## src/design/sorted_index_table_macros.svh

```systemverilog
// Assertion macros for the sorted index table.
// Needs nothing; included by sit_ctrl, which checks its own logic.
`ifndef SORTED_INDEX_TABLE_MACROS_SVH
`define SORTED_INDEX_TABLE_MACROS_SVH

// same-cycle implication, off during reset
`define SIT_ASSERT(lbl, clk, rst, prop) \
   lbl: assert property (@(posedge clk) disable iff (rst) prop) \
      else $error("sorted_index_table: assertion failed");

// next-cycle implication, off during reset
`define SIT_ASSERT_NEXT(lbl, clk, rst, ante, cons) \
   lbl: assert property (@(posedge clk) disable iff (rst) (ante) |=> (cons)) \
      else $error("sorted_index_table: assertion failed");

`endif

```

## src/design/sit_pkg.sv

```systemverilog
// Shared types and codes of the sorted index table.
// No dependencies; imported by sit_cell, sit_ctrl and sorted_index_table.
`default_nettype none
package sit_pkg;

   localparam int KEY_W   = 72;
   localparam int SLOT_W  = 6;
   localparam int STAT_W  = 2;
   localparam int ACT_W   = 2;
   localparam int IPOS_W  = 7;
   // position carried by the search token; covers tables up to 2048 entries
   localparam int POS_W   = 11;

   localparam logic [ACT_W-1:0] ACT_INSERT = 2'd0;
   localparam logic [ACT_W-1:0] ACT_LOOKUP = 2'd1;
   localparam logic [ACT_W-1:0] ACT_LIST   = 2'd2;

   localparam logic [STAT_W-1:0] ST_OK       = 2'd0;
   localparam logic [STAT_W-1:0] ST_NOTFOUND = 2'd1;
   localparam logic [STAT_W-1:0] ST_FULL     = 2'd2;
   localparam logic [STAT_W-1:0] ST_EMPTY    = 2'd3;

   typedef struct packed {
      logic [KEY_W-1:0]  key;
      logic [SLOT_W-1:0] slot;
   } ent_type;

   // token that walks the cell row, one cell per cycle
   typedef struct packed {
      logic              valid;
      logic              is_ins;     // insert, else lookup
      logic              has_entry;  // an entry is still being carried
      logic              is_new;     // search position not yet found
      logic              found;
      logic [KEY_W-1:0]  key;
      logic [SLOT_W-1:0] slot;
      logic [POS_W-1:0]  pos;
   } tok_type;

   typedef enum logic [1:0] {
      FSM_IDLE,
      FSM_WALK,
      FSM_EMIT,
      FSM_LIST
   } fsm_type;

endpackage
`default_nettype wire

```

## src/design/sit_ctrl.sv

```systemverilog
// Sequencer of the sorted index table: takes requests, launches tokens,
// drives the list rotation and holds the result register. Depends on sit_pkg.
`default_nettype none
`include "sorted_index_table_macros.svh"
module sit_ctrl
   import sit_pkg::*;
#(
   parameter int DEPTH = 64,
   parameter int CW = 7
) (
   input  wire logic               clock,
   input  wire logic               reset,
   input  wire logic               req_valid,
   output logic                    req_ready,
   input  wire logic [ACT_W-1:0]   req_action,
   input  wire logic [63:0]        req_key_hi,
   input  wire logic [7:0]         req_key_lo,
   output logic                    rsp_valid,
   input  wire logic               rsp_ready,
   output logic [STAT_W-1:0]       rsp_status,
   output logic [IPOS_W-1:0]      rsp_index_pos,
   output logic [SLOT_W-1:0]       rsp_data_pos,
   output logic [63:0]             rsp_out_key_hi,
   output logic [7:0]              rsp_out_key_lo,
   output logic                    rsp_last,
   output tok_type                 tok_inject,
   input  wire tok_type            tok_tail,
   input  wire ent_type            ent_head,
   output logic                    rotate,
   output logic [CW-1:0]           count
);

   fsm_type             state_ff, state_in;
   logic [CW-1:0]       count_ff, count_in;
   logic [CW-1:0]       lst_n_ff, lst_n_in;
   tok_type             inj_ff, inj_in;
   logic [STAT_W-1:0]   pend_stat_ff, pend_stat_in;
   logic [CW-1:0]       pend_pos_ff, pend_pos_in;
   logic [SLOT_W-1:0]   pend_slot_ff, pend_slot_in;
   logic                rsp_valid_ff, rsp_valid_in;
   logic [STAT_W-1:0]   rsp_stat_ff, rsp_stat_in;
   logic [IPOS_W-1:0]   rsp_ipos_ff, rsp_ipos_in;
   logic [SLOT_W-1:0]   rsp_slot_ff, rsp_slot_in;
   logic [KEY_W-1:0]    rsp_key_ff, rsp_key_in;
   logic                rsp_last_ff, rsp_last_in;
   logic                out_free, accept, lst_end;

   always_comb begin
      out_free     = !rsp_valid_ff || rsp_ready;
      accept       = req_valid && (state_ff == FSM_IDLE);
      lst_end      = CW'(lst_n_ff + 1'b1) == count_ff;
      state_in     = state_ff;
      count_in     = count_ff;
      lst_n_in     = lst_n_ff;
      inj_in       = inj_ff;
      inj_in.valid = 1'b0;
      pend_stat_in = pend_stat_ff;
      pend_pos_in  = pend_pos_ff;
      pend_slot_in = pend_slot_ff;
      rsp_valid_in = rsp_valid_ff && !rsp_ready;
      rsp_stat_in  = rsp_stat_ff;
      rsp_ipos_in  = rsp_ipos_ff;
      rsp_slot_in  = rsp_slot_ff;
      rsp_key_in   = rsp_key_ff;
      rsp_last_in  = rsp_last_ff;
      rotate       = 1'b0;

      case (state_ff)
         FSM_IDLE: begin
            if (accept) begin
               inj_in.is_ins    = 1'b0;
               inj_in.has_entry = 1'b0;
               inj_in.is_new    = 1'b1;
               inj_in.found     = 1'b0;
               inj_in.key       = {req_key_hi, req_key_lo};
               inj_in.slot      = SLOT_W'(count_ff);
               inj_in.pos       = '0;
               pend_pos_in      = '0;
               pend_slot_in     = '0;
               pend_stat_in     = ST_EMPTY;
               case (req_action)
                  ACT_INSERT: begin
                     if (count_ff == CW'(DEPTH)) begin
                        pend_stat_in = ST_FULL;
                        pend_pos_in  = count_ff;
                        state_in     = FSM_EMIT;
                     end else begin
                        inj_in.valid     = 1'b1;
                        inj_in.is_ins    = 1'b1;
                        inj_in.has_entry = 1'b1;
                        state_in         = FSM_WALK;
                     end
                  end
                  ACT_LOOKUP: begin
                     if (count_ff == '0) begin
                        state_in = FSM_EMIT;
                     end else begin
                        inj_in.valid = 1'b1;
                        state_in     = FSM_WALK;
                     end
                  end
                  ACT_LIST: begin
                     lst_n_in = '0;
                     state_in = (count_ff == '0) ? FSM_EMIT : FSM_LIST;
                  end
                  default: begin
                     // unused code: drop the beat
                     state_in = FSM_IDLE;
                  end
               endcase
            end
         end
         FSM_WALK: begin
            if (tok_tail.valid) begin
               if (tok_tail.is_ins) begin
                  pend_stat_in = ST_OK;
                  pend_pos_in  = CW'(tok_tail.pos);
                  pend_slot_in = SLOT_W'(count_ff);
                  count_in     = CW'(count_ff + 1'b1);
               end else if (!tok_tail.is_new && tok_tail.found) begin
                  pend_stat_in = ST_OK;
                  pend_pos_in  = CW'(tok_tail.pos);
                  pend_slot_in = tok_tail.slot;
               end else begin
                  pend_stat_in = ST_NOTFOUND;
                  pend_pos_in  = tok_tail.is_new ? count_ff : CW'(tok_tail.pos);
                  pend_slot_in = '0;
               end
               state_in = FSM_EMIT;
            end
         end
         FSM_EMIT: begin
            if (out_free) begin
               rsp_valid_in = 1'b1;
               rsp_stat_in  = pend_stat_ff;
               rsp_ipos_in  = IPOS_W'(pend_pos_ff);
               rsp_slot_in  = pend_slot_ff;
               rsp_key_in   = '0;
               rsp_last_in  = 1'b1;
               state_in     = FSM_IDLE;
            end
         end
         FSM_LIST: begin
            if (out_free) begin
               // emit the head entry and rotate the row by one
               rsp_valid_in = 1'b1;
               rsp_stat_in  = ST_OK;
               rsp_ipos_in  = IPOS_W'(lst_n_ff);
               rsp_slot_in  = ent_head.slot;
               rsp_key_in   = ent_head.key;
               rsp_last_in  = lst_end;
               rotate       = 1'b1;
               lst_n_in     = CW'(lst_n_ff + 1'b1);
               if (lst_end) state_in = FSM_IDLE;
            end
         end
         default: begin
            state_in = FSM_IDLE;
         end
      endcase
   end

   always_ff @(posedge clock) begin
      if (reset) begin
         state_ff     <= FSM_IDLE;
         count_ff     <= '0;
         rsp_valid_ff <= 1'b0;
         inj_ff       <= '0;
      end else begin
         state_ff     <= state_in;
         count_ff     <= count_in;
         rsp_valid_ff <= rsp_valid_in;
         inj_ff       <= inj_in;
      end
      lst_n_ff     <= lst_n_in;
      pend_stat_ff <= pend_stat_in;
      pend_pos_ff  <= pend_pos_in;
      pend_slot_ff <= pend_slot_in;
      rsp_stat_ff  <= rsp_stat_in;
      rsp_ipos_ff  <= rsp_ipos_in;
      rsp_slot_ff  <= rsp_slot_in;
      rsp_key_ff   <= rsp_key_in;
      rsp_last_ff  <= rsp_last_in;
   end

   assign req_ready      = state_ff == FSM_IDLE;
   assign rsp_valid      = rsp_valid_ff;
   assign rsp_status     = rsp_stat_ff;
   assign rsp_index_pos  = rsp_ipos_ff;
   assign rsp_data_pos   = rsp_slot_ff;
   assign rsp_out_key_hi = rsp_key_ff[KEY_W-1:8];
   assign rsp_out_key_lo = rsp_key_ff[7:0];
   assign rsp_last       = rsp_last_ff;
   assign tok_inject     = inj_ff;
   assign count          = count_ff;

   `SIT_ASSERT(a_count_range, clock, reset, count_ff <= CW'(DEPTH))
   `SIT_ASSERT(a_tail_in_walk, clock, reset, tok_tail.valid |-> state_ff == FSM_WALK)
   `SIT_ASSERT(a_count_step, clock, reset,
      (!$past(reset) && count_ff != $past(count_ff)) |->
      count_ff == CW'($past(count_ff) + 1'b1))
   `SIT_ASSERT_NEXT(a_list_start, clock, reset,
      accept && req_action == ACT_LIST && count_ff != '0, state_ff == FSM_LIST)

endmodule
`default_nettype wire

```

## config.mk

```make
export PLATFORM = sky130hd
export DESIGN_NAME = sit_ctrl
export DESIGN_NICKNAME = d
export VERILOG_FILES = /design/src/design/sit_pkg.sv /design/src/design/sit_ctrl.sv
export VERILOG_INCLUDE_DIRS = /design/src /design/src/design
export SDC_FILE = /design/constraint.sdc
export NUM_CORES = 1
export LEC_CHECK = 0
export BUFFER_PORTS_ARGS = -buffer_cell sky130_fd_sc_hd__buf_4
export CELL_PAD_IN_SITES_DETAIL_PLACEMENT = 1
export CELL_PAD_IN_SITES_GLOBAL_PLACEMENT = 2
export CORE_ASPECT_RATIO = 2
export CORE_MARGIN = 2
export CORE_UTILIZATION = 25
export DETAILED_ROUTE_END_ITERATION = 7
export PLACE_DENSITY = 0.88
export SLEW_MARGIN = 20
export SYNTH_ARGS = -nofsm -noshare
export SYNTH_HDL_FRONTEND = slang
export SYNTH_SLANG_ARGS = --single-unit
```

## constraint.sdc

```tcl
create_clock -name clock -period 7.35 [get_ports clock]
set_input_delay 0.735 -clock clock [delete_from_list [all_inputs] [get_ports clock]]
set_output_delay 0.735 -clock clock [all_outputs]
set_load 0.02 [all_outputs]
```

### Word level (Yosys, flattened, before mapping)

Cells that the tools add are included.

| storage, ports and cells | value |
|---|---|
| bits in registers | 202 |
| bits of input ports | 250 |
| word-level logic and storage cells | 112 |

| cells by class | value |
|---|---|
| add/subtract/negate cells | 2 |
| eq/ne operators | 13 |
| multiplexer cells | 56 |
| bitwise logic cells | 2 |
| reductions and logical operators | 21 |

Operators by type and width:

| operator | count |
|---|---|
| two-way mux 72 bit | 2 |
| one-hot mux 72 bit (2 select lines) | 1 |
| two-way mux 7 bit | 12 |
| one-hot mux 7 bit (2 select lines) | 3 |
| two-way mux 6 bit | 6 |
| one-hot mux 6 bit (2 select lines) | 2 |
| two-way mux 2 bit | 11 |
| adder 7 x 1 -> 7 bit (second input constant) | 2 |
| two-way mux 1 bit | 12 |
| AND reduction 3 bit | 3 |
| != test 2 bit (second input constant) | 4 |
| one-hot mux 2 bit (2 select lines) | 2 |
| one-hot mux 2 bit (4 select lines) | 1 |
| == test 7 bit | 1 |
| == test 7 bit (second input constant) | 1 |
| zero test 7 bit | 1 |
| == test 2 bit (second input constant) | 3 |
| one-hot mux 2 bit (3 select lines) | 1 |
| nonzero test 2 bit | 3 |
| AND reduction 5 bit | 1 |
| == test 2 x 1 -> 1 bit (second input constant) | 2 |
| zero test 2 bit | 2 |
| != test 2 x 1 -> 1 bit (second input constant) | 2 |
| one-hot mux 1 bit (2 select lines) | 2 |
| 9 further kinds | 14 |

### Logic depth before layout (Yosys ltp)

| logic depth | value |
|---|---|
| word-level depth | 6 |
| mapped depth | 7 |
| mapped depth without buffers | 6 |

### Least setup slack after synthesis

Ideal clock, no wire load.

| timing path | value |
|---|---|
| path type | flip-flop to flip-flop |
| start point | reg state_ff[1] |
| end point | reg rsp_slot_ff[0] (netlist: rsp_data_pos[0]) (enable) |
| arrival time | 4.723 ns |
| path slack | 2.081 ns |
| stages on the path, launching flop included | 4 |
| buffers on the path | 2 |
| cells stage by stage | dfxtp_1 > clkbuf_1 > clkbuf_1 > nor2b_1 |

| on the way | value |
|---|---|
| cells in the longest elaborated chain, start to end | 3 |
| elaborated cells between the ends (all ways) | 6 |
| those cells by class | 4 x eq/ne; 2 x reduce/logical |

RTL lines:

| what | line | source |
|---|---|---|
| start: declaration | sit_ctrl.sv:33 | `fsm_type state_ff, state_in;` |
| start signal: assignment | sit_ctrl.sv:170 | `state_ff <= state_in;` |
| == test 2 bit | sit_ctrl.sv:68 | `case (state_ff)` |
| != test 2 bit (no line) or nonzero test 2 bit (tied branches) | n/a |  |
| AND reduction 3 bit (no line) * | n/a |  |
| end signal: assignment | sit_ctrl.sv:181 | `rsp_slot_ff <= rsp_slot_in;` |
| end: declaration | sit_ctrl.sv:43 | `logic [SLOT_W-1:0] rsp_slot_ff, rsp_slot_in;` |

Every way passes the cells marked *; elsewhere a longest branch is shown, timed or not.
A chain may end at the register's enable or synchronous reset.

### Worst setup path after layout

| timing path | value |
|---|---|
| start point | reg state_ff[1] |
| end point | reg rsp_key_ff[26] (enable) |

| on the way | value |
|---|---|
| cells in the longest elaborated chain, start to end | 3 |
| elaborated cells between the ends (all ways) | 6 |
| those cells by class | 4 x eq/ne; 2 x reduce/logical |

RTL lines:

| what | line | source |
|---|---|---|
| == test 2 bit | sit_ctrl.sv:68 |  |
| != test 2 bit (no line) or nonzero test 2 bit (tied branches) | n/a |  |
| AND reduction 3 bit (no line) * | n/a |  |
| end signal: assignment | sit_ctrl.sv:182 | `rsp_key_ff <= rsp_key_in;` |
| end: declaration | sit_ctrl.sv:44 | `logic [KEY_W-1:0] rsp_key_ff, rsp_key_in;` |

Marks and branches as above.

==> qor.txt <==
Status: finished clean
Hold Path Stages: 2
DR iter-0 viols: 278
GPL Wtd Cong: 0.798
CP dominant cell by count: buf_4
CORE AREA: 31,300 sq um
WP depth: 3
Combinational share of power: 0.222
Largest stage delay, worst path: 0.87 ns
Final core utilization: 0.370
Psw: 957 uW
Sw Share: 0.291
Fill cells: 3,581
GRT Util Overall: 0.150
Clock power share: 0.347
Vias in the first global route: 6,921
Pin count of the biggest net entering global routing: 92
CP Cell Sequence: buf_4, nor2b_4, buf_4
Top-Level Pins: 442
Fmax: 342 MHz
Detailed-route wire length: 26.3 mm
Port buffer count: 352
Leakage: 5.05 nW
Int Pwr: 2.33 mW
Worst Max-Slew Pin Slew: 0.971 ns
Clk sink count: 201
CP Launch Type: flop
Pwr dens: 284 nW/um^2
R2R Path Start: state_ff[1]
Post-CTS setup buffer count: 0
Min Tclk post-route: 2.92 ns
Syn Inst Count: 738
Seq cells post-synth: 201
Reg2Reg Capture Point: rsp_key_ff[26]
CTS tree: yes
Via Count: 6,660
Hold path start: req_action[1]
Seq/Total Area, Yosys: 0.648
Multi-input gate area: 2510 sq um
Sequential cell area: 5130 sq um
Yosys cell types: 38
WHS Endpoint: tok_inject[93]
Setup CP Type: reg2reg
Fin. Hold Viols: 0
Dpl hpwl: 19.2 mm
Flop pwr share: 0.432
TritonCTS Buffers: 20
Pre-antenna DRT Iters: 4
GR Util met3: 0.0638
Row count: 92
Die W: 130 um
DR DRC count: 0
CTS root buffer: clkbuf_16
Slew Limit Fails: 0
Most used routing layer: met2
Post-CTS Resized: 0
WP data required: 7.48 ns
Initial antenna violation count: 0
Clk_skew: 0.0179 ns
Max Fanout on Critical Path: 74
CTS Hold Bufs: 0
Die Y-Extent: 256 um
Slew headroom: 0.352
DR vias/cell: 4.45
CP Capture Type: flop
Grt ovf: 0
Clock Path Buffers: 3
H-tree lvl count: 1
WP buf/inv: 2
Clock insertion delay at the later pin of the skew report: 0.51 ns
First-pass GRT wire length: 39.0 mm
RSZ-0062 raised after global routing: false
Ratio of cells with drive above 1 in the final layout: 0.380
Die ar.: 33,200 sq um
Met2 Track Usage GR: 0.253
Most frequent cells in the layout: buf_4 (357), nand2_1 (176), edfxtp_1 (110)
Area delta synth->final: 46.5%
Final period util: 0.398
Initial core utilization: 0.253
Reg2reg path depth: 3
Ys Warns: 0
CP top delay family: buffers and inverters
Hold Path Class: in2reg
Avg Inst Size Synth: 10.7 sq um
Remaining antenna violation count: 0
Wire per inst: 17.5 um
Data arrival time of the critical path: 3.06 ns
Synthesized area: 7910 sq um
Ant. Diodes: 0
FF-to-FF setup slack: 4.43 ns
Clock-pin slew on the worst setup and hold paths: 0.07 ns
Endpoints failing setup: 0
Max cap viols: 0
Nets: 1,314
Final setup TNS: 0 ns
VDD IR-drop max: 0.147 mV
Critical path's slowest cell: nor2b_4
Met1 Track Usage GR: 0.172
Commonest non-fill, non-tap cell in the layout: buf_4
-- state kept, by name (all words and copies together) (netlist names), 6 cells and up --
| signal | cells |
|---|---|
| rsp_data_pos | 6 |
| tok_inject | 81 |
| rsp_key_ff | 72 |
| pend_pos_ff | 7 |
| rsp_index_pos | 7 |
| lst_n_ff | 7 |
| pend_slot_ff | 6 |
| count | 7 |
-- final cells by class --
type                       instances  area share
sequential                       201       0.443
timing repair buffer             357       0.231
multi-input combinational        477       0.217
clock buffer                      25      0.0467
tap                              423      0.0457
clock inverter                    10      0.0158
inverter                           4     0.00130
-- kinds of logic (layout without fill, tap and decap cells) --
logic type	after synthesis	count (layout)	synth area share
other	1	12	0.000474
buffers and inverters	71	396	0.0411
adder cells (fa/ha/maj)	3	3	0.00475
AND/OR/NAND/NOR	319	319	0.183
flip-flops	201	201	0.648
AO/OA/AOI/OAI	103	103	0.0707
multiplexers	19	19	0.0263
XOR/XNOR	21	21	0.0252
-- synthesized netlist by cell type --
library cell  instances  share of area
nand2_1             177          0.084
edfxtp_1            110           0.42
a21oi_1              92          0.058
dfxtp_1              91           0.23
and3_1               75          0.059
clkbuf_1             47          0.022
nor2_1               40          0.019
buf_4                14          0.013
mux2_2               12          0.017
xor2_1               11          0.012
xnor2_1               8         0.0089
and2_1                6         0.0047
nand3_1               6         0.0038
buf_2                 5         0.0032
mux2i_1               5         0.0063
nor2b_1               5         0.0040
inv_1                 4         0.0019
a31oi_1               3         0.0024
ha_1                  3         0.0047
a211oi_1              2         0.0019
mux2_1                2         0.0028
nor3_1                2         0.0013
or2_1                 2         0.0016
xnor2_2               2         0.0041
a2111oi_0             1         0.0011
a221oi_1              1         0.0011
buf_1                 1        0.00047
conb_1                1        0.00047
nand2b_1              1        0.00079
nand4_1               1        0.00079
nand4b_1              1         0.0011
nor4_1                1        0.00079
o21a_1                1        0.00095
o21ai_0               1        0.00063
o21bai_1              1        0.00095
o41ai_4               1         0.0035
or3_1                 1        0.00079
or4_4                 1         0.0014
-- layer usage --
metal  wire (um)  up-vias
met2       12300      361
li1            -     3140
met3        3530       27
met5           0        -
met1        9940     3132
met4         472        0
-- worst max path at each step --
| stage | start | endpoint |
|---|---|---|
| after floorplan | state_ff[1] | rsp_data_pos[0] |
| after global routing | state_ff[1] | rsp_key_ff[48] |
| after global placement | state_ff[1] | rsp_key_ff[24] |
| after detailed placement | state_ff[1] | rsp_key_ff[30] |
| final | state_ff[1] | rsp_key_ff[26] |
| after CTS | state_ff[1] | rsp_key_ff[48] |
-- power groups by stage --
| stage | combinational [mW] | sequential [mW] | clock, mW |
|---|---|---|---|
| final | 0.729 | 1.42 | 1.14 |
| after global routing | 0.791 | 1.43 | 1.21 |
| after CTS | 0.740 | 1.42 | 1.17 |
| after detailed placement | 0.737 | 1.44 | 0 |
| after global placement | 0.719 | 1.44 | 0 |
| after floorplan | 0.266 | 1.58 | 0 |
-- metrics by stage --
step | instances | power, mW | area (sq um) | setup WS, ns | hold slack (ns)
after detailed placement | 1462 | 2.18 | 10900 | 4.40 | 0.447
after global placement | 1462 | 2.16 | 10900 | 4.52 | 0.443
after global routing | 1497 | 3.44 | 11600 | 4.18 | 0.451
after CTS | 1497 | 3.33 | 11600 | 4.39 | 0.424
after floorplan | 749 | 1.84 | 7950 | 2.08 | 0.497
final | 1497 | 3.29 | 11600 | 4.43 | 0.448
No activity file was read; power rests on OpenSTA's default activity.
