===== src/design/sorted_index_table_macros.svh =====
// Assertion macros for the sorted index table.
// Needs nothing; included by sit_ctrl, which checks its own logic.
`ifndef SORTED_INDEX_TABLE_MACROS_SVH
`define SORTED_INDEX_TABLE_MACROS_SVH

// same-cycle implication, off during reset
`define SIT_ASSERT(lbl, clk, rst, prop) \
   lbl: assert property (@(posedge clk) disable iff (rst) prop) \
      else $error("sorted_index_table: assertion failed");

// next-cycle implication, off during reset
`define SIT_ASSERT_NEXT(lbl, clk, rst, ante, cons) \
   lbl: assert property (@(posedge clk) disable iff (rst) (ante) |=> (cons)) \
      else $error("sorted_index_table: assertion failed");

`endif


===== src/design/sit_pkg.sv =====
// Shared types and codes of the sorted index table.
// No dependencies; imported by sit_cell, sit_ctrl and sorted_index_table.
`default_nettype none
package sit_pkg;

   localparam int KEY_W   = 72;
   localparam int SLOT_W  = 6;
   localparam int STAT_W  = 2;
   localparam int ACT_W   = 2;
   localparam int IPOS_W  = 7;
   // position carried by the search token; covers tables up to 2048 entries
   localparam int POS_W   = 11;

   localparam logic [ACT_W-1:0] ACT_INSERT = 2'd0;
   localparam logic [ACT_W-1:0] ACT_LOOKUP = 2'd1;
   localparam logic [ACT_W-1:0] ACT_LIST   = 2'd2;

   localparam logic [STAT_W-1:0] ST_OK       = 2'd0;
   localparam logic [STAT_W-1:0] ST_NOTFOUND = 2'd1;
   localparam logic [STAT_W-1:0] ST_FULL     = 2'd2;
   localparam logic [STAT_W-1:0] ST_EMPTY    = 2'd3;

   typedef struct packed {
      logic [KEY_W-1:0]  key;
      logic [SLOT_W-1:0] slot;
   } ent_type;

   // token that walks the cell row, one cell per cycle
   typedef struct packed {
      logic              valid;
      logic              is_ins;     // insert, else lookup
      logic              has_entry;  // an entry is still being carried
      logic              is_new;     // search position not yet found
      logic              found;
      logic [KEY_W-1:0]  key;
      logic [SLOT_W-1:0] slot;
      logic [POS_W-1:0]  pos;
   } tok_type;

   typedef enum logic [1:0] {
      FSM_IDLE,
      FSM_WALK,
      FSM_EMIT,
      FSM_LIST
   } fsm_type;

endpackage
`default_nettype wire


===== src/design/sit_cell.sv =====
// One cell of the sorted row: holds one entry and passes the token on.
// Depends on sit_pkg.
`default_nettype none
module sit_cell
   import sit_pkg::*;
#(
   parameter int IDX = 0,
   parameter int LAST_IDX = 63,
   parameter int CW = 7
) (
   input  wire logic          clock,
   input  wire logic          reset,
   input  wire logic [CW-1:0] count,
   input  wire logic          rotate,
   input  wire tok_type       tok_prev,
   output tok_type            tok_next,
   input  wire ent_type       ent_nbr,
   input  wire ent_type       ent_head,
   output ent_type            ent_out
);

   ent_type ent_ff, ent_in;
   tok_type tok_ff, tok_in;
   logic    lt, here, at_end, wrap;

   always_comb begin
      lt     = ent_ff.key < tok_prev.key;
      here   = CW'(IDX) < count;
      at_end = CW'(IDX) == count;
      wrap   = (CW'(IDX + 1) == count) || (IDX == LAST_IDX);
      ent_in = ent_ff;
      tok_in = tok_prev;
      if (rotate) begin
         // shift toward the head, head entry wraps to the last used cell
         ent_in = (CW'(IDX + 1) == count) ? ent_head : ent_nbr;
         if (!wrap) ent_in = ent_nbr;
      end else if (tok_prev.valid) begin
         if (tok_prev.is_ins && tok_prev.has_entry) begin
            if (here && (!tok_prev.is_new || !lt)) begin
               // swap: keep the carried entry, hand ours down the row
               ent_in.key  = tok_prev.key;
               ent_in.slot = tok_prev.slot;
               tok_in.key  = ent_ff.key;
               tok_in.slot = ent_ff.slot;
               if (tok_prev.is_new) begin
                  tok_in.pos    = POS_W'(IDX);
                  tok_in.is_new = 1'b0;
               end
            end else if (at_end) begin
               ent_in.key       = tok_prev.key;
               ent_in.slot      = tok_prev.slot;
               tok_in.has_entry = 1'b0;
               if (tok_prev.is_new) begin
                  tok_in.pos    = POS_W'(IDX);
                  tok_in.is_new = 1'b0;
               end
            end
         end else if (!tok_prev.is_ins && tok_prev.is_new && here && !lt) begin
            tok_in.pos    = POS_W'(IDX);
            tok_in.is_new = 1'b0;
            tok_in.found  = ent_ff.key == tok_prev.key;
            tok_in.slot   = ent_ff.slot;
         end
      end
   end

   always_ff @(posedge clock) begin
      ent_ff <= ent_in;
      if (reset) begin
         tok_ff <= '0;
      end else begin
         tok_ff <= tok_in;
      end
   end

   assign tok_next = tok_ff;
   assign ent_out  = ent_ff;

endmodule
`default_nettype wire


===== config.mk =====
export PLATFORM = sky130hd
export DESIGN_NAME = sit_cell
export DESIGN_NICKNAME = d
export VERILOG_FILES = /design/src/design/sorted_index_table_macros.svh /design/src/design/sit_pkg.sv /design/src/design/sit_cell.sv
export SDC_FILE = /design/constraint.sdc
export NUM_CORES = 1
export LEC_CHECK = 0
export BUFFER_PORTS_ARGS = -buffer_cell sky130_fd_sc_hd__buf_4
export CAP_MARGIN = 20
export CORE_ASPECT_RATIO = 0.7
export CORE_MARGIN = 8
export CORE_UTILIZATION = 43
export CTS_CLUSTER_DIAMETER = 80
export DETAILED_ROUTE_END_ITERATION = 16
export HOLD_SLACK_MARGIN = 0.03
export PLACE_DENSITY_LB_ADDON = 0.25
export SLEW_MARGIN = 20
export SYNTH_ARGS = -nofsm -noshare
export SYNTH_HDL_FRONTEND = slang
export SYNTH_SLANG_ARGS = --single-unit

===== constraint.sdc =====
create_clock -name clock -period 4.3 [get_ports clock]
set_input_delay 0.43 -clock clock [delete_from_list [all_inputs] [get_ports clock]]
set_output_delay 0.43 -clock clock [all_outputs]
set_load 0.02 [all_outputs]

# == Yosys cells after proc, flatten, opt, wreduce, memory -nomap -nowiden ==
# Cells that the tools add are included.
# op_classes
order_cmp,2
n_eq_ne,2
muxes,22
reduce_logical,14
# ops
operator,n
78-bit two-way mux,7
92-bit two-way mux,2
72-bit == test,1
72-bit < comparator,1
72-bit two-way mux,1
17-bit two-way mux,2
11-bit two-way mux,3
"1-bit by 7-bit == test with 1-bit output, first input constant",1
7-bit logical NOT,1
"1-bit by 7-bit < comparator with 1-bit output, first input constant",1
1-bit logical AND,5
1-bit two-way mux,5
2-bit two-way mux,2
2-bit nonzero test,2
1-bit logical NOT,3
3-bit AND reduction,1
3-bit nonzero test,1
1-bit logical OR,1
# word_totals
regBits,172
input_bits,260
output_inout_bits,172

# == Logic depth before layout (Yosys ltp) ==
# Gate-level depths: netlist of the first run.
# logic_depth
ltp_word,8
mapped_depth,11
mapped_depth_nobuf,9

# == Worst setup path before layout of the first run ==
# Ideal clock, no wire load.
# synth_timing
path_kind,reg-to-reg
from,register ent_ff (netlist bit ent_out[77])
to,register ent_ff (netlist bit ent_out[0]) (enable)
setup_ns,0.441
arrival_time_ns,3.817
t_required_ns,3.859
setup_slack_ns,0.043
path_stages_with_launch,9
path_buffers,0
path_cell_list,edfxtp_1 > ha_1 > nand4_1 > nor4_2 > nand2_1 > nor3_2 > a221oi_4 > nand4_1 > a41o_1
# synth_between
elab_chain_cells,6
# synth_lines
element,line_no,text
start: declaration,sit_cell.sv:22,"ent_type ent_ff, ent_in;"
start signal: assignment,sit_cell.sv:68,ent_ff <= ent_in;
72-bit < comparator,sit_cell.sv:27,lt = ent_ff.key < tok_prev.key;
1-bit logical NOT,sit_cell.sv:39,if (here && (!tok_prev.is_new || !lt)) begin
1-bit logical OR,sit_cell.sv:39,
1-bit logical AND,sit_cell.sv:39,
3-bit nonzero test (no source line),--,
3-bit AND reduction (no source line),--,
# No other way between the ends.
# A chain may end at the register's enable or synchronous reset.

# == Worst setup path after layout of the first run ==
# layout_timing
from,register ent_ff (netlist bit ent_out[75])
to,register ent_ff (netlist bit ent_out[77]) (enable)
# The elaborated chain is that of the path after synthesis.

==> run metrics, run 1 <==
status=completed; # H-tree levels=4; proportion of layout cells with a drive suffix above 1=about a third; Worst setup EP type=flip-flop; total gr overflow=0; Bufs on Longest Clock Path=2; Startpoint Class=flip-flop; flop and latch count out of synthesis=approximately 170; Post-CTS Setup Bufs=0; Setup TNS=0 ns; initial antenna violation count=1; Worst Skew=roughly 0.016 ns; ys flop type=dfxtp_1; worst ir drop on vdd=0.2391 mV; post-route ant nets=0; Root Buffer=clkbuf_16; fin crit period=~3.4 ns; fmax=around 0.30 GHz; Top Layer Used=met4; clock latency at the later pin of the worst-skew pair=0.43 ns; CTS Buf Count=17; Initial Util=between 40% and 50%; total track usage=23.13%; first drt pass iteration count=6; synthesized cell area=between 0.009 and 0.01 mm2; sequential-to-total area share from yosys stat=between 40% and 50%; initial DRC count=between 400 and 500; DP Wirelength=25.97 mm; Die Area=approximately 0.027 mm2; Rows=45; Post-Route M1 WL=around 13 mm; min setup slack post-route=approximately 0.9 ns; Cell Pwr Density=between 300 and 400 mW/mm2; total number of vias=8641; Hold WS=between 0.2 and 0.25 ns; worst-margin pin slew=1.113 ns; CTS Hold Bufs=0; Sink Count=about 170; Residual DRC=0; first-pass GRT wire length=about 50 mm; Cell variety after synth=48; Layout area overhead=41.38%; Post-synth EDFFs=78; Total Wirelength=approximately 33 mm; DR WL met3=between 2 and 3 mm; Hold Path Class=in2reg; Crit Path Category=reg2reg; largest cells by area after synthesis=edfxtp_1 25%, dfxtp_1 20%, mux2i_1 16%, ha_1 9.4%, nand2_1 6.9%; clock-pin transition on the worst setup and hold timing paths=0.06 ns; Nets=between 1500 and 2000; final setup fails=0; DP Worst Slack=between 0.6 and 0.7 ns; drt wl/cell=19.39 um; Synth area leader=edfxtp_1; # port buffers=~430; drt via density=5.086; Core Util, Final=slightly above 60%; core area=about 0.022 mm2; Worst Path Max Fanout=between 50 and 60; Vert. Die Dim=around 140 um; CP arrival=about 3.5 ns; FILL cells=1924; period utilization=a little under 80%; Slew Limit Fails=0; asr flop ratio synth=0%; met2 wire length=16.15 mm; Req. time, crit path=about 4.4 ns; number of synthesis warnings=0; post-synth net total=approximately 1300; maximum number of pins on one net before global-route repair=108; Slew HR=25.80%; Die W=between 150 and 200 um; setup repair after global routing missed its margin=false; number of gates resized after cts=0; IO Pins=approximately 430; synthesized area per cell=~9.6 um2; Cells after Synth=between 900 and 1000; vias in the first global route=8711; CTS tree=done; max cap viols=0; Leak=6.845 nW; Final Hold Violating Endpoints=0; Final GP Congestion=roughly 0.85; top cell type's share of synthesized area=between 20% and 30%
## flip-flops by register name (all words and copies together) (netlist names)
signal    count
ent_out      78
tok_next     94
## power by group
part | internal (mW) | leakage, nW | switching (mW)
Sequential | 1.84 | 1.54 | 0.0666
Combinational | 0.471 | 5.02 | 0.549
Clock | 0.818 | 0.284 | 0.695
## Yosys cell counts, drive strengths merged (3+ instances only)
cell type  number
nand2         175
nand3           7
nor2b           4
mux2i         157
and4            3
a21boi         11
nor2           91
a21oi         106
o211ai          4
clkbuf         44
buf            11
o21ai           9
inv            76
nor3            3
nand4          14
ha             72
a21o            9
nor4            3
dfxtp          94
a221oi          4
edfxtp         78
## worst max-delay path, stage by stage (launching register included)
cell,delay [ns]
edfxtp_1,0.45
ha_1,0.35
and3_4,0.19
a221o_1,0.36
a221oi_2,0.23
o221ai_2,0.21
a221oi_4,0.39
nand4_1,0.17
a41o_4,0.45
buf_16,0.28
## cell usage in the layout, fill, tap and decap left out, drive strengths merged, types with 2 or more instances in the layout
master and n:
nor3 3, a21oi 106, nor2b 4, a221oi 4, clkbuf 23, a31oi 2
inv 84, o21ai 9, dfxtp 94, a21o 9, buf 441, and3 2
clkinv 2, nor4 3, nand4 14, nor2 91, nand2 175, o211ai 4
edfxtp 78, nand3 7, and4 3, ha 72, a211oi 2, a41o 2
nor3b 2, mux2i 157, a21boi 11, nand2b 2
## layer usage
metal,GRT usage [%],vias to the layer above
met1,26.35,4013
met2,40.91,323
met5,0,-
met3,8.179,39
li1,-,4266
met4,6.092,0
## cell families after synthesis
| group | count (synthesis) | synth area share [%] |
|---|---|---|
| mux | 157 | 16.47 |
| flops | 172 | 44.28 |
| compound gates | 156 | 9.916 |
| fa+ha+maj | 72 | 9.444 |
| simple gates | 309 | 13.44 |
| buf+inv | 131 | 6.440 |
## final timing paths
path,startpoint,cells after the start,end,slack [ns]
worst max-delay path,ent_out[75],9,ent_out[77],0.91
worst min-delay path,reset,2,tok_next[92],0.22
worst max register to register,ent_out[75],9,ent_out[77],0.91
worst min register to register,ent_out[4],2,tok_next[15],0.55
## through the flow
step                      instance area (um2)  total power, mW  instances
after CTS                               13450            4.474       1696
after floorplan                          9539            2.448        997
final                                   13490            4.444       1699
after global routing                    13490            4.638       1699
after detailed placement                12890            2.969       1664
after global placement                  12890            2.947       1664
## layout make-up
cell class                      instances  area [um2]  share of cell area, %
Multi-Input combinational cell        694        4720                  34.99
Clock inverter                         10       76.32                 0.5659
Timing Repair Buffer                  442        3338                  24.75
Antenna cell                            1       2.502                0.01855
Tap cell                              282       352.8                  2.616
Sequential cell                       172        4224                  31.32
Inverter                               76       287.8                  2.134
Clock buffer                           22       485.5                  3.600
(Power assumes the default switching activity.)
==> run 2: changes to the inputs <==
--- a/config.mk
+++ b/config.mk
@@ -7,11 +7,10 @@
 export LEC_CHECK = 0
 export BUFFER_PORTS_ARGS = -buffer_cell sky130_fd_sc_hd__buf_4
 export CAP_MARGIN = 20
-export CORE_ASPECT_RATIO = 0.7
-export CORE_MARGIN = 8
-export CORE_UTILIZATION = 43
+export CORE_AREA = 8 8 164 166
 export CTS_CLUSTER_DIAMETER = 80
 export DETAILED_ROUTE_END_ITERATION = 16
+export DIE_AREA = 0 0 172 174
 export HOLD_SLACK_MARGIN = 0.03
 export PLACE_DENSITY_LB_ADDON = 0.25
 export SLEW_MARGIN = 20
==> constraint.sdc (replaced) <==
create_clock -name clock -period 3.3 [get_ports clock]
set_input_delay 0.33 -clock clock [delete_from_list [all_inputs] [get_ports clock]]
set_output_delay 0.33 -clock clock [all_outputs]
set_load 0.02 [all_outputs]
==> run metrics, run 2 (synthesis gave the netlist of run 1 again) <==
fin area=0.01365 mm2 (+1.2%); clock-pin transition on the worst setup and hold timing paths=0.08 ns (+0.02 ns); Vert. Die Dim=174 um (+24%); area of placed instances=0.01306 mm2 (+1.3%); status=completed; Final GP Congestion=0.8167 (-3.8%); proportion of layout cells with a drive suffix above 1=34.53% (+0.28 points); fin crit period=3.169 ns (-0.2174 ns); Setup TNS=0 ns (unchanged); maximum number of pins on one net before global-route repair=105 (-2.8%); worst ir drop on vdd=0.3573 mV (+49%); critical path's top delay family=compound AO/OA/AOI/OAI gates; WP buf/inv=1 (unchanged); Sink Count=172 (unchanged); register area=0.004224 mm2 (unchanged); first-pass GRT wire length=48.54 mm (-2.3%); Startpoint Class=flip-flop; reg-to-reg slack, setup=0.13 ns (-0.78 ns); Max stage delay on crit path=0.42 ns (-0.03 ns); IO Pins=432 (unchanged); Rows=58 (+29%); CP max stage cell=edfxtp_1; total gr overflow=0 (unchanged); Die Area=0.02993 mm2 (+9.7%); Total Wirelength=32.74 mm (-0.62%); Cell Pwr Density=424.7 mW/mm2 (+29%); Slew Limit Fails=0 (unchanged); core area=0.02453 mm2 (+13%); max cap viols=0 (unchanged); min setup slack post-route=0.1306 ns (-0.7826 ns); drt wl/cell=18.68 um (-3.7%); initial DRC count=315 (-32%); most common cell after layout, fill and taps aside=buf_4; post-route ant nets=0 (unchanged); final setup fails=0 (unchanged); initial antenna violation count=1 (unchanged); Worst Path Max Fanout=50 (-9.1%); Layout area overhead=43.13%; Leak=6.890 nW (+0.65%); CTS tree=done; Crit Path Category=reg2reg; drt via density=4.908 (-3.5%); Worst Skew=0.01390 ns (-0.002210 ns); clock latency at the later pin of the worst-skew pair=0.42 ns (about the same); fmax=0.3155 GHz (+6.9%); CTS Buf Count=17 (unchanged); # port buffers=431 (unchanged); Hold Path Class=in2reg; period utilization=96.04% (+17 points); FILL cells=2263 (+18%); Bufs on Longest Clock Path=2 (unchanged); Final Hold Violating Endpoints=0 (unchanged); Worst setup EP type=flip-flop; total track usage=21.00% (-2.1 points); total number of vias=8603 (-0.44%); DP Worst Slack=0.008094 ns (-0.6163 ns); setup repair after global routing missed its margin=false; CP cell instances=ha_1 > and3_4 > a221o_1 > a221oi_2 > o221ai_2 > a221oi_4 > nand4_1 > a41o_4 > buf_12; Req. time, crit path=3.43 ns (-1.01 ns); Slew HR=30.67% (+4.9 points); vias in the first global route=8977 (+3.1%); Residual DRC=0 (unchanged); max reg flops=94 (unchanged); worst-margin pin slew=1.040 ns (-0.07308 ns); Root Buffer=clkbuf_16; Nets=1741 (+0.35%); CP arrival=3.29 ns (-0.23 ns); # H-tree levels=4 (unchanged); most frequent cells in the layout=442 x buf_4, 175 x nand2_1, 157 x mux2i_1; CTS Hold Bufs=0 (unchanged); Initial Util=38.89% (-5.0 points); Die W=172 um (-11%); area of the multi-input gates=0.004726 mm2 (+0.13%); DP Wirelength=26.06 mm (+0.33%); first drt pass iteration count=6 (unchanged)
[run 2: cell count changes in the layout (fill, tap and decap cells not counted), moves of 2 or more]
cell	previous run	this run
clkbuf_8	2	0
buf_4	440	442
buf_12	0	6
inv_8	1	3
clkinv_4	1	3
inv_4	5	1
[run 2: per-layer routing]
layer,wire [um],up-vias,global-route usage [%]
li1,-,4285,-
met1,12110,3936,22.24
met2,16360,338,37.52
met3,3439,44,7.917
met4,827,0,6.827
met5,0,-,0
[run 2: area by class of cell]
type	count	share of cell area (%)
antenna	1	0.01833
clock buffer	20	3.354
clock inverter	12	0.7606
inverter	76	2.108
multi-input combinational	694	34.61
sequential	172	30.94
tap	330	3.024
timing repair buffer	448	25.18
[run 2: path summary, 6_finish.rpt]
kind | start | end | depth (start not counted)
setup / recovery | ent_out[75] | ent_out[67] | 9
hold / removal | reset | tok_next[92] | 2
setup reg to reg | ent_out[75] | ent_out[67] | 9
hold reg to reg | ent_out[1] | tok_next[12] | 2
[run 2: what timing repair did]
item,CTS,global route
resized for setup,0,1
endpoints found under the hold margin,0,0
setup endpoints to repair,0,71
setup buffers,0,3
[run 2: stage by stage]
step / cells / hold slack (ns) / total power [mW] / utilization, %
floorplan: 997 / 0.4016 / 3.188 / -
global placement: 1717 / 0.5232 / 3.862 / 53.24
detailed placement: 1717 / 0.5302 / 3.886 / 53.24
CTS: 1749 / 0.1177 / 5.860 / 55.53
global route: 1753 / 0.1189 / 6.063 / 55.66
finish: 1753 / 0.1360 / 5.799 / 55.66
[run 2: worst reg2reg max path: cells and delay by family, from the launching register on]
family / cells / cell delay (ns)
AO/OA/AOI/OAI: 5 / 1.47
AND/OR/NAND/NOR: 2 / 0.36
buffers and inverters: 1 / 0.19
adder cells (fa/ha/maj): 1 / 0.35
flip-flops: 1 / 0.42
[run 2: report_power, final]
| group | internal, mW | switching, mW |
|---|---|---|
| Combinational | 0.627 | 0.717 |
| Sequential | 2.40 | 0.0858 |
| Clock | 1.04 | 0.929 |
==> run 3: changes to the inputs <==
--- a/config.mk
+++ b/config.mk
@@ -13,6 +13,7 @@
 export DIE_AREA = 0 0 172 174
 export HOLD_SLACK_MARGIN = 0.03
 export PLACE_DENSITY_LB_ADDON = 0.25
+export RECOVER_POWER = 25
 export SLEW_MARGIN = 20
 export SYNTH_ARGS = -nofsm -noshare
 export SYNTH_HDL_FRONTEND = slang
==> run metrics, run 3 (synthesis gave the netlist of run 1 again) <==
final setup fails=0 (unchanged); Final GP Congestion=0.8167 (unchanged); Hold WS=0.1250 ns (-0.01102 ns); Max stage delay on crit path=0.42 ns (about the same); maximum number of pins on one net before global-route repair=105 (unchanged); CP max stage cell=edfxtp_1; Hold Path Origin=reset; area of the multi-input gates=0.004726 mm2 (unchanged); Root Buffer=clkbuf_16; initial DRC count=327 (+3.8%); worst r2r path cells=9 (unchanged); first-pass GRT wire length=48.54 mm (unchanged); WP buf/inv=1 (unchanged); Initial Util=38.89% (unchanged); CP arrival=3.27 ns (-0.02 ns); setup repair after global routing missed its margin=false; Layout area overhead=39.02%; max cap viols=2 (+2); # port buffers=431 (unchanged); critical path's top delay family=compound AO/OA/AOI/OAI gates; Vert. Die Dim=174 um (unchanged); first drt pass iteration count=5 (-1); fin crit period=3.145 ns (-0.02436 ns); worst ir drop on vdd=0.3586 mV (+0.37%); Slew Limit Fails=121 (+121); most common cell after layout, fill and taps aside=buf_4; Setup TNS=0 ns (unchanged); CP cell instances=ha_1 > and3_4 > a221o_1 > a221oi_2 > o221ai_2 > a221oi_4 > nand4_1 > a41o_4 > buf_12; # H-tree levels=4 (unchanged); status=complete, but fails checks; clock-pin transition on the worst setup and hold timing paths=0.08 ns (about the same); post-route ant nets=0 (unchanged); Core Util, Final=54.07% (-1.6 points); IO Pins=432 (unchanged); Final Hold Violating Endpoints=0 (unchanged); Leak=6.487 nW (-5.9%); Setup crit start=ent_out[75]; Nets=1741 (unchanged); fmax=0.3180 GHz (+0.77%); Worst setup EP type=flip-flop; total track usage=21.00% (unchanged); startpoint of the worst register-to-register path=ent_out[75]; Startpoint Class=flip-flop; max reg flops=94 (unchanged); drt via density=4.905 (about the same); FILL cells=2349 (+3.8%); period utilization=95.30% (-0.74 points); Worst Path Max Fanout=50 (unchanged); Die Area=0.02993 mm2 (unchanged); most frequent cells in the layout=342 x buf_4, 175 x nand2_1, 157 x mux2i_1; failing checks=capacitance limit, slew limit; CTS Buf Count=17 (unchanged); Req. time, crit path=3.43 ns (about the same); register area=0.004224 mm2 (unchanged); DP Wirelength=26.06 mm (unchanged); vias in the first global route=8977 (unchanged); hold endpoint=tok_next[93]; drt wl/cell=18.68 um (about the same); R2R Path End=ent_out[67]; fin area=0.01326 mm2 (-2.9%); total gr overflow=0 (unchanged); Crit Path Category=reg2reg; initial antenna violation count=1 (unchanged); Cell Pwr Density=432.2 mW/mm2 (+1.8%); Rows=58 (unchanged); proportion of layout cells with a drive suffix above 1=27.50% (-7.0 points); core area=0.02453 mm2 (unchanged); Sink Count=172 (unchanged); reg-to-reg slack, setup=0.16 ns (+0.02 ns); Total Wirelength=32.75 mm (about the same); Die W=172 um (unchanged); Hold Path Depth=2 (unchanged); Residual DRC=0 (unchanged); Worst Skew=0.01392 ns (+0.00001870 ns); Slew HR=-75.42% (-110 points); area of placed instances=0.01306 mm2 (unchanged); worst-margin pin slew=2.631 ns (+1.591 ns); CTS tree=done; Bufs on Longest Clock Path=2 (unchanged); Hold Path Class=in2reg; clock latency at the later pin of the worst-skew pair=0.42 ns (about the same); total number of vias=8599 (-0.046%)
## run 3: where the power goes
part	leakage [nW]	switching, mW	internal [mW]
Sequential	1.54	0.0838	2.40
Combinational	4.67	0.718	0.562
Clock	0.278	0.928	1.04
Total	6.49	1.73	4.00
## run 3: worst register-to-register path: cells and delay by family (launching register included)
| kind | cells | cell delay (ns) |
|---|---|---|
| AND/OR/NAND/NOR | 2 | 0.36 |
| buffers and inverters | 1 | 0.19 |
| flip-flops | 1 | 0.42 |
| adder cells (fa/ha/maj) | 1 | 0.35 |
| AO/OA/AOI/OAI | 5 | 1.45 |
## run 3: worst max path at each step
stage,cells after the start,end
floorplan,8,ent_out[0]
global placement,10,tok_next[3]
detailed placement,11,ent_out[7]
CTS,9,ent_out[15]
global route,9,tok_next[3]
finish,9,ent_out[67]
## run 3: cell type report
| class | instances | area share, % |
|---|---|---|
| repair buffers | 448 | 22.98 |
| flip-flops and latches | 172 | 31.85 |
| well taps | 330 | 3.113 |
| clock buffers | 20 | 3.453 |
| inverters | 76 | 2.161 |
| diodes | 1 | 0.01887 |
| multi-input cells | 694 | 35.64 |
| clock inverters | 12 | 0.7831 |
## run 3: metal layers
metal / vias up / GRT usage (%) / wire [um]
met5: - / 0 / 0
met4: 0 / 6.827 / 827
met3: 44 / 7.917 / 3323
met2: 335 / 37.52 / 16290
met1: 3937 / 22.24 / 12310
li1: 4283 / - / -
## run 3: through the flow
stage,cells,total power [mW],setup slack (ns)
floorplan,997,3.188,0.1941
global placement,1717,3.862,0.1466
global route,1753,5.997,0.01950
detailed placement,1717,3.886,0.008094
CTS,1749,5.860,0.06540
finish,1753,5.731,0.1550
## run 3: timing repair
action                     4_1_cts  5_1_grt
setup endpoints to repair        0       71
gates resized for setup          0        1
hold buffers                     0        0
setup buffers                    0        3
